`src/adcp_pkg.sv`:
```
// ----------------------------------------------------------------------------
// adcp_pkg
// Shared constants for the audio DSP command port: port offsets, command
// bytes, reply codes, parser phases and mixer store geometry.
// ----------------------------------------------------------------------------
`default_nettype none

package adcp_pkg;

	// Mixer store geometry
	localparam int MIXER_ENTRIES = 256;
	localparam int MIX_AW        = $clog2(MIXER_ENTRIES);

	// Access kinds
	localparam logic OP_READ  = 1'b0;
	localparam logic OP_WRITE = 1'b1;

	// Port offsets from base
	localparam logic [3:0] OFS_MIX_INDEX = 4'h4;
	localparam logic [3:0] OFS_MIX_DATA  = 4'h5;
	localparam logic [3:0] OFS_RESET     = 4'h6;
	localparam logic [3:0] OFS_READ      = 4'hA;
	localparam logic [3:0] OFS_WRITE     = 4'hC;
	localparam logic [3:0] OFS_STATUS    = 4'hE;

	// Reply and status bytes
	localparam logic [7:0] REPLY_BYTE   = 8'hAA;
	localparam logic [7:0] STATUS_READY = 8'h80;

	// Command bytes
	localparam logic [7:0] CMD_RATE    = 8'h41;
	localparam logic [7:0] CMD_PLAY    = 8'h14;
	localparam logic [7:0] CMD_HALT    = 8'hD0;
	localparam logic [7:0] CMD_SPK_ON  = 8'hD1;
	localparam logic [7:0] CMD_SPK_OFF = 8'hD3;

	// Command parser phases
	localparam logic [2:0] PH_IDLE    = 3'd0;
	localparam logic [2:0] PH_RATE_HI = 3'd1;
	localparam logic [2:0] PH_RATE_LO = 3'd2;
	localparam logic [2:0] PH_LEN_LO  = 3'd3;
	localparam logic [2:0] PH_LEN_HI  = 3'd4;

	// One result item as it sits in the pipeline
	typedef struct packed {
		logic [7:0]  read_data;
		logic [15:0] rate_hz;
		logic [15:0] block_length;
		logic        speaker_enabled;
		logic        playback_active;
	} res_t;

endpackage

`default_nettype wire

```
`src/audio_dsp_command_port_core.sv`:
```
// ----------------------------------------------------------------------------
// audio_dsp_command_port_core
// Device side of the DSP port window: reset handshake, command parser for
// rate/playback/halt/speaker commands, and the mixer index latch and store.
//
//   channel | signals                               | direction
//   --------+---------------------------------------+----------
//   in      | in_valid in_ready opcode port_offset  | to core
//           | write_data                            |
//   out     | out_valid out_ready read_data rate_hz | from core
//           | block_length                          |
//           | speaker_enabled playback_active       |
//
// One item per cycle sustained while the output is not stalled; an accepted
// item loads s1 and then the output register before its result is offered.
// The s1 stage holds the registered mixer read, so its latency is set by that
// memory read port. Reset clears all control state and the 256 mixer valid
// bits at once; no clearing pass is needed. A stalled output holds its item
// while s1 can still take one more, so input stalls only when both are full.
// ----------------------------------------------------------------------------
`default_nettype none

module audio_dsp_command_port_core (
	input  wire logic        clk,
	input  wire logic        arst_n,
	input  wire logic        in_valid,
	output logic             in_ready,
	input  wire logic        opcode,
	input  wire logic [3:0]  port_offset,
	input  wire logic [7:0]  write_data,
	output logic             out_valid,
	input  wire logic        out_ready,
	output logic [7:0]       read_data,
	output logic [15:0]      rate_hz,
	output logic [15:0]      block_length,
	output logic             speaker_enabled,
	output logic             playback_active
);

	localparam int ENT = adcp_pkg::MIXER_ENTRIES;
	localparam int AW  = adcp_pkg::MIX_AW;

	// Architectural state
	logic          rst_asserted_q, rst_asserted_d;
	logic          reply_pend_q, reply_pend_d;
	logic [2:0]    phase_q, phase_d;
	logic [15:0]   rate_q, rate_d;
	logic [15:0]   len_q, len_d;
	logic          spk_q, spk_d;
	logic          dma_q, dma_d;
	logic [7:0]    mix_idx_q, mix_idx_d;
	logic [ENT-1:0] mix_vld_q;
	logic [7:0]    mix_mem [ENT];

	// Pipeline
	logic          valid_s1;
	adcp_pkg::res_t res_s1;
	logic          mix_hit_s1;
	logic [7:0]    mix_rd_s1;
	logic          out_valid_q;
	adcp_pkg::res_t out_q;

	logic          acc, adv;
	logic          in_range, mix_we, rd_mix;
	logic [AW-1:0] mix_addr;
	logic [7:0]    rd_byte;
	adcp_pkg::res_t res_s1_res;

	// Handshake
	assign acc      = in_valid && in_ready;
	assign adv      = valid_s1 && (!out_valid_q || out_ready);
	assign in_ready = !valid_s1 || !out_valid_q || out_ready;

	assign in_range = (9'(mix_idx_q) < 9'(ENT));
	assign mix_addr = mix_idx_q[AW-1:0];

	// Next state for one access
	always_comb begin
		rst_asserted_d = rst_asserted_q;
		reply_pend_d   = reply_pend_q;
		phase_d        = phase_q;
		rate_d         = rate_q;
		len_d          = len_q;
		spk_d          = spk_q;
		dma_d          = dma_q;
		mix_idx_d      = mix_idx_q;
		mix_we         = 1'b0;
		rd_mix         = 1'b0;
		rd_byte        = 8'h00;
		if (opcode == adcp_pkg::OP_WRITE) begin
			case (port_offset)
				adcp_pkg::OFS_MIX_INDEX: begin
					mix_idx_d = write_data;
				end
				adcp_pkg::OFS_MIX_DATA: begin
					mix_we = in_range;
				end
				adcp_pkg::OFS_RESET: begin
					// 1 then 0 completes the reset handshake
					if (write_data[0]) begin
						rst_asserted_d = 1'b1;
					end else if (rst_asserted_q) begin
						rst_asserted_d = 1'b0;
						phase_d        = adcp_pkg::PH_IDLE;
						spk_d          = 1'b0;
						dma_d          = 1'b0;
						reply_pend_d   = 1'b1;
					end
				end
				adcp_pkg::OFS_WRITE: begin
					case (phase_q)
						adcp_pkg::PH_RATE_HI: begin
							rate_d  = {write_data, rate_q[7:0]};
							phase_d = adcp_pkg::PH_RATE_LO;
						end
						adcp_pkg::PH_RATE_LO: begin
							rate_d  = {rate_q[15:8], write_data};
							phase_d = adcp_pkg::PH_IDLE;
						end
						adcp_pkg::PH_LEN_LO: begin
							len_d   = {len_q[15:8], write_data};
							phase_d = adcp_pkg::PH_LEN_HI;
						end
						adcp_pkg::PH_LEN_HI: begin
							len_d   = {write_data, len_q[7:0]};
							phase_d = adcp_pkg::PH_IDLE;
							dma_d   = 1'b1;
						end
						default: begin
							// idle, and any stray phase code, decodes a command
							phase_d = adcp_pkg::PH_IDLE;
							case (write_data)
								adcp_pkg::CMD_RATE:    phase_d = adcp_pkg::PH_RATE_HI;
								adcp_pkg::CMD_PLAY:    phase_d = adcp_pkg::PH_LEN_LO;
								adcp_pkg::CMD_HALT:    dma_d   = 1'b0;
								adcp_pkg::CMD_SPK_ON:  spk_d   = 1'b1;
								adcp_pkg::CMD_SPK_OFF: spk_d   = 1'b0;
								default: ;
							endcase
						end
					endcase
				end
				default: ;
			endcase
		end else begin
			case (port_offset)
				adcp_pkg::OFS_MIX_INDEX: rd_byte = mix_idx_q;
				adcp_pkg::OFS_MIX_DATA:  rd_mix  = in_range;
				adcp_pkg::OFS_STATUS: begin
					rd_byte = reply_pend_q ? adcp_pkg::STATUS_READY : 8'h00;
				end
				adcp_pkg::OFS_READ: begin
					if (reply_pend_q) begin
						rd_byte      = adcp_pkg::REPLY_BYTE;
						reply_pend_d = 1'b0;
					end
				end
				default: ;
			endcase
		end
	end

	// State registers
	always_ff @(posedge clk or negedge arst_n) begin
		if (!arst_n) begin
			rst_asserted_q <= 1'b0;
			reply_pend_q   <= 1'b0;
			phase_q        <= adcp_pkg::PH_IDLE;
			rate_q         <= 16'h0000;
			len_q          <= 16'h0000;
			spk_q          <= 1'b0;
			dma_q          <= 1'b0;
			mix_idx_q      <= 8'h00;
			mix_vld_q      <= '0;
		end else if (acc) begin
			rst_asserted_q <= rst_asserted_d;
			reply_pend_q   <= reply_pend_d;
			phase_q        <= phase_d;
			rate_q         <= rate_d;
			len_q          <= len_d;
			spk_q          <= spk_d;
			dma_q          <= dma_d;
			mix_idx_q      <= mix_idx_d;
			if (mix_we) begin
				mix_vld_q[mix_addr] <= 1'b1;
			end
		end
	end

	// Mixer store: at most one write and one registered read per cycle, on an accepted access
	always_ff @(posedge clk) begin
		if (acc && mix_we) begin
			mix_mem[mix_addr] <= write_data;
		end
		if (acc) begin
			mix_rd_s1 <= mix_mem[mix_addr];
		end
	end

	// s1 stage payload
	always_ff @(posedge clk) begin
		if (acc) begin
			res_s1.read_data       <= rd_byte;
			res_s1.rate_hz         <= rate_d;
			res_s1.block_length    <= len_d;
			res_s1.speaker_enabled <= spk_d;
			res_s1.playback_active <= dma_d;
			mix_hit_s1             <= rd_mix && mix_vld_q[mix_addr];
		end
	end

	// Unwritten mixer entries read as zero
	always_comb begin
		res_s1_res = res_s1;
		if (mix_hit_s1) begin
			res_s1_res.read_data = mix_rd_s1;
		end
	end

	// Valid flags
	always_ff @(posedge clk or negedge arst_n) begin
		if (!arst_n) begin
			valid_s1    <= 1'b0;
			out_valid_q <= 1'b0;
		end else begin
			if (acc) begin
				valid_s1 <= 1'b1;
			end else if (adv) begin
				valid_s1 <= 1'b0;
			end
			if (adv) begin
				out_valid_q <= 1'b1;
			end else if (out_ready) begin
				out_valid_q <= 1'b0;
			end
		end
	end

	// Output register
	always_ff @(posedge clk) begin
		if (adv) begin
			out_q <= res_s1_res;
		end
	end

	assign out_valid       = out_valid_q;
	assign read_data       = out_q.read_data;
	assign rate_hz         = out_q.rate_hz;
	assign block_length    = out_q.block_length;
	assign speaker_enabled = out_q.speaker_enabled;
	assign playback_active = out_q.playback_active;

endmodule

`default_nettype wire

```
`config.mk`:
```
export PLATFORM = sky130hd
export DESIGN_NAME = audio_dsp_command_port_core
export DESIGN_NICKNAME = d
export VERILOG_FILES = /design/src/adcp_pkg.sv /design/src/audio_dsp_command_port_core.sv
export SDC_FILE = /design/constraint.sdc
export NUM_CORES = 2
export LEC_CHECK = 0
export BUFFER_PORTS_ARGS = -buffer_cell sky130_fd_sc_hd__buf_4
export CAP_MARGIN = 10
export CORE_MARGIN = 3
export CORE_UTILIZATION = 40
export DETAILED_ROUTE_END_ITERATION = 8
export GPL_TIMING_DRIVEN = 0
export PLACE_DENSITY = 0.58
export SLEW_MARGIN = 20
export SYNTH_ARGS = -nofsm -noshare
export SYNTH_HDL_FRONTEND = slang
export SYNTH_SLANG_ARGS = --single-unit
```
`constraint.sdc`:
```
create_clock -name clk -period 4.3 [get_ports clk]
set_input_delay 0.43 -clock clk [delete_from_list [all_inputs] [get_ports clk]]
set_output_delay 0.43 -clock clk [all_outputs]
set_load 0.005 [all_outputs]
```
==> impl_results.md <==
* Status: complete, but fails checks
* Violated checks: setup timing
* Sequential area share after synthesis at approximately three quarters
* Final instance area at 110,000 sq um
* Tot Pwr at around 56 mW
* Sequential Area at approximately 72,000 sq um
* Clk pwr share at 37.9%
* Slowest stage delay, CP at between 1 and 1.5 ns
* Power density cells at slightly above 500 nW/um^2
* Slew Limit Headroom at between 10% and 20%
* Final clock skew at roughly 0.056 ns
* Sequential Power Share at a little under half
* Area of the multi-input gates at between 20,000 and 25,000 sq um
* IO buf count at between 50 and 60
* # setup viols final at 935
* Pin count of the biggest net entering global routing at 138
* Mux contribution to synthesized area at between 10% and 20%
* Initial antenna violation count at 17
* Routed Antenna Nets at 0
* Synth Area in Compound Gates at 1.27%
* Top Ports at 61
* Final min period at around 4.6 ns
* Site row count at between 150 and 200
* Fin. Hold Viols at 0
* Post-layout nets at ~4,700
* Fin cells at about 8,000
* Max_cap viols at 0
* WHS Endpoint: reply_pend_q$_DFFE_PN0P_
* Per-cell routed wire length at ~37 um
* CTS tree: built
* Tcrit/Tclk final at 108%
* H-tree Lvls at 4
* EDFF count, synth at 2,141
* Syn. warnings at 0
* Reg2Reg Setup Slack at -0.34 ns
* Comb power frac at 15.4%
* WP data arrival at 5.12 ns
* Netlist cell types at between 50 and 60
* Detail-routed via count per cell at approximately 6.0
* Drt initial violations at a little under 7,000
* Simple-gate area share of the yosys netlist at approximately 3.8%
* Crit path cell chain: buf_2, buf_4, buf_4, clkbuf_4, buf_2, nand3_2, nor2_1
* Worst-path clk slew at roughly 0.07 ns
* GRT overflow at 0
* Full die area at around 240,000 sq um
* Post-Syn Instances at between 4,000 and 5,000
* WP data required at between 4 and 5 ns
* Routed vias at roughly 49,000
* Avg Cell Area, Syn at roughly 22 sq um
* Largest family of logic cells by synthesized area: multiplexers
* GR Util All Layers at between 20% and 30%
* Adder-Cell Fraction of Synth Area at less than 1%
* Setup tns final at -100.26 ns
* Filler cells at 19,305
* Mapped Area at 94,600 sq um
* Fraction of final layout cells sized beyond drive strength 1 at a little under two fifths
* Static Leakage at around 36 nW
* Worst skew pair latency at 0.90 ns
* Fin util at 46.8%
* Worst vdd rail ir drop at 0.374 mV
* Starting density of the core at 40.5%
* Count of pins over their slew limit at 0
* Least-Margin Pin Slew at ~1.3 ns
* Die Y at 492 um
* Final GP Congestion at 0.975
* Hold Crit Class: input pin to flip-flop
* Asr flop ratio synth at between 10 and 15%
* Internal at ~41 mW
* Hold path startpoint: port_offset[1]
* Crit Path Class: flip-flop to flip-flop
* DPL Wire Length at between 150 and 200 mm
* Hold Path Cell Cnt at 6
* Clock sink count at 2,446
* Final WS setup at -0.336 ns
* First-pass GRT wire length at roughly 400 mm
* R2r endpoint: mix_mem[235][5]$_DFFE_PP_
* Area Overhead vs Synth at 15.7%
* R2r startpoint: mix_addr[1]$_DFFE_PN0P_
* DP Cell Count at 7,608
* Post-Synth XOR/XNOR Area at 0%
* DRC viols at 0
* Area post-placement at about 100,000 sq um
* Number of buffers created by CTS at between 200 and 250
* CP max stage cell: nor2_1
* Vias in the first global route at 47,935
* Clock buffer depth at 3
* FF-to-FF path depth at 7
* Place WS at -2.35 ns
* Crit. End Element: flip-flop
* Switch Pwr at between 10 and 15 mW
* Ys flop type: edfxtp_1
* RSZ-0062 raised after global routing: yes
* Syn Nets at between 4,000 and 5,000
* Sw Ratio at 26.6%
* Synthesized flop and latch total at roughly 2,400
* Critical path fanouts, max at 10
* Die width at approximately 500 um
* Clk root buf: clkbuf_16
* Detailed Routing Iterations Pass 1 at 8
* CP Launch Type: flip-flop
* Core area at 234,000 sq um
* Final wirelength at between 200 and 300 mm
* Max Freq at 216 MHz
* WHS at approximately 0.074 ns
-- cells by family (layout without fill, tap and decap cells) --
| logic type | count (synthesis) | count (layout) |
|---|---|---|
| fa+ha+maj | 1 | 1 |
| flops | 2446 | 2446 |
| compound gates | 177 | 177 |
| mux | 802 | 802 |
| buf+inv | 247 | 814 |
| simple gates | 709 | 709 |
| other cells | 0 | 6 |
-- worst max path at each step --
stage                            startpoint                         to  cells past startpoint
finish              mix_addr[1]$_DFFE_PN0P_  mix_mem[235][5]$_DFFE_PP_                      7
global route           valid_s1$_DFFE_PN0P_  mix_mem[161][1]$_DFFE_PP_                      8
CTS                    valid_s1$_DFFE_PN0P_  mix_mem[120][4]$_DFFE_PP_                      8
detailed placement  mix_addr[1]$_DFFE_PN0P_  mix_mem[175][4]$_DFFE_PP_                      9
global placement    mix_addr[1]$_DFFE_PN0P_  mix_mem[191][7]$_DFFE_PP_                      9
floorplan                         out_ready     rate_q[10]$_DFFE_PN0P_                      6
-- cell type report --
type | instances | share of cell area [%]
Inverter | 8 | 0.0274
Sequential cell | 2446 | 65.7
Clock buffer | 342 | 6.14
Antenna cell | 6 | 0.0137
Timing Repair Buffer | 107 | 1.43
Buffer | 237 | 1.38
Multi-Input combinational cell | 1689 | 20.7
Tap cell | 3132 | 3.58
Clock inverter | 120 | 1.10
-- power by group through the flow --
stage | combinational (mW) | clock (mW) | sequential [mW]
floorplan | 4.11 | 0 | 26.5
global placement | 8.06 | 0 | 26.6
detailed placement | 8.30 | 0 | 26.5
CTS | 8.40 | 21.4 | 26.0
global route | 8.66 | 22.3 | 26.0
finish | 8.62 | 21.1 | 26.0
-- Yosys cell counts (4+ instances only) --
cell,n,area [sq um]
a21boi_1,4,30.0
a21oi_1,38,190
a221oi_1,5,43.8
a22oi_1,72,541
a31oi_1,9,56.3
and2_1,10,62.6
buf_1,24,90.1
buf_2,52,260
buf_4,25,188
buf_6,24,270
clkbuf_1,112,420
dfrtp_1,305,7630
edfxtp_1,2141,64300
inv_1,7,26.3
mux2_2,90,1010
mux2i_1,31,310
mux4_2,681,15300
nand2_1,74,278
nand2b_1,10,62.6
nand3_1,16,80.1
nand4_1,8,50.1
nor2_1,284,1070
nor2b_1,10,62.6
nor3_1,16,80.1
o2111ai_1,8,70.1
o21ai_0,17,85.1
o22ai_1,5,31.3
or2_2,258,1610
or4_1,5,37.5
-- worst max-delay path, delay by kind of cell, from the launching register on --
kind	cells	cell delay [ns]
buf+inv	5	2.05
flops	1	0.32
simple gates	2	1.77
-- registers in the layout, indices dropped and copies added (netlist names), 3 cells and up --
register	cells
block_length	16
len_q	16
mix_addr	8
mix_mem	2048
mix_rd_s1	8
mix_vld_q	256
phase_q	3
rate_hz	16
rate_q	16
read_data	8
res_s1	42
-- layer usage --
layer  track usage [%]  vias up  part of all wire (%)
met2              36.3     2805                    45
met1              33.6    26615                    40
met4              11.0        4                   5.2
li1                  -    18778                     -
met5             0.607        -                 0.076
met3              6.32      652                    10
-- what timing repair did --
item                                     CTS  global route
buffers inserted                           0             1
pin swaps                                  1             1
gates resized for setup                  277           128
hold buffers                              12             0
endpoints found under the hold margin    355             0
endpoints found under the setup margin  2313          1483
cloned                                     0             0
-- placed cells by master (no fill, tap or decap), types with 29 or more instances in the layout --
| master | n |
|---|---|
| clkinv_1 | 45 |
| buf_4 | 93 |
| dfrtp_1 | 305 |
| mux4_2 | 681 |
| buf_2 | 38 |
| clkbuf_2 | 43 |
| buf_6 | 32 |
| or2_2 | 258 |
| nor2_4 | 115 |
| buf_16 | 29 |
| nand2_1 | 62 |
| a22oi_1 | 72 |
| clkinv_2 | 39 |
| nor2_2 | 101 |
| clkbuf_8 | 30 |
| a21oi_1 | 38 |
| mux2i_1 | 31 |
| clkbuf_1 | 126 |
| nor2_1 | 68 |
| mux2_2 | 90 |
| clkbuf_16 | 243 |
| edfxtp_1 | 2141 |
Power figures use the tool's default switching activity.
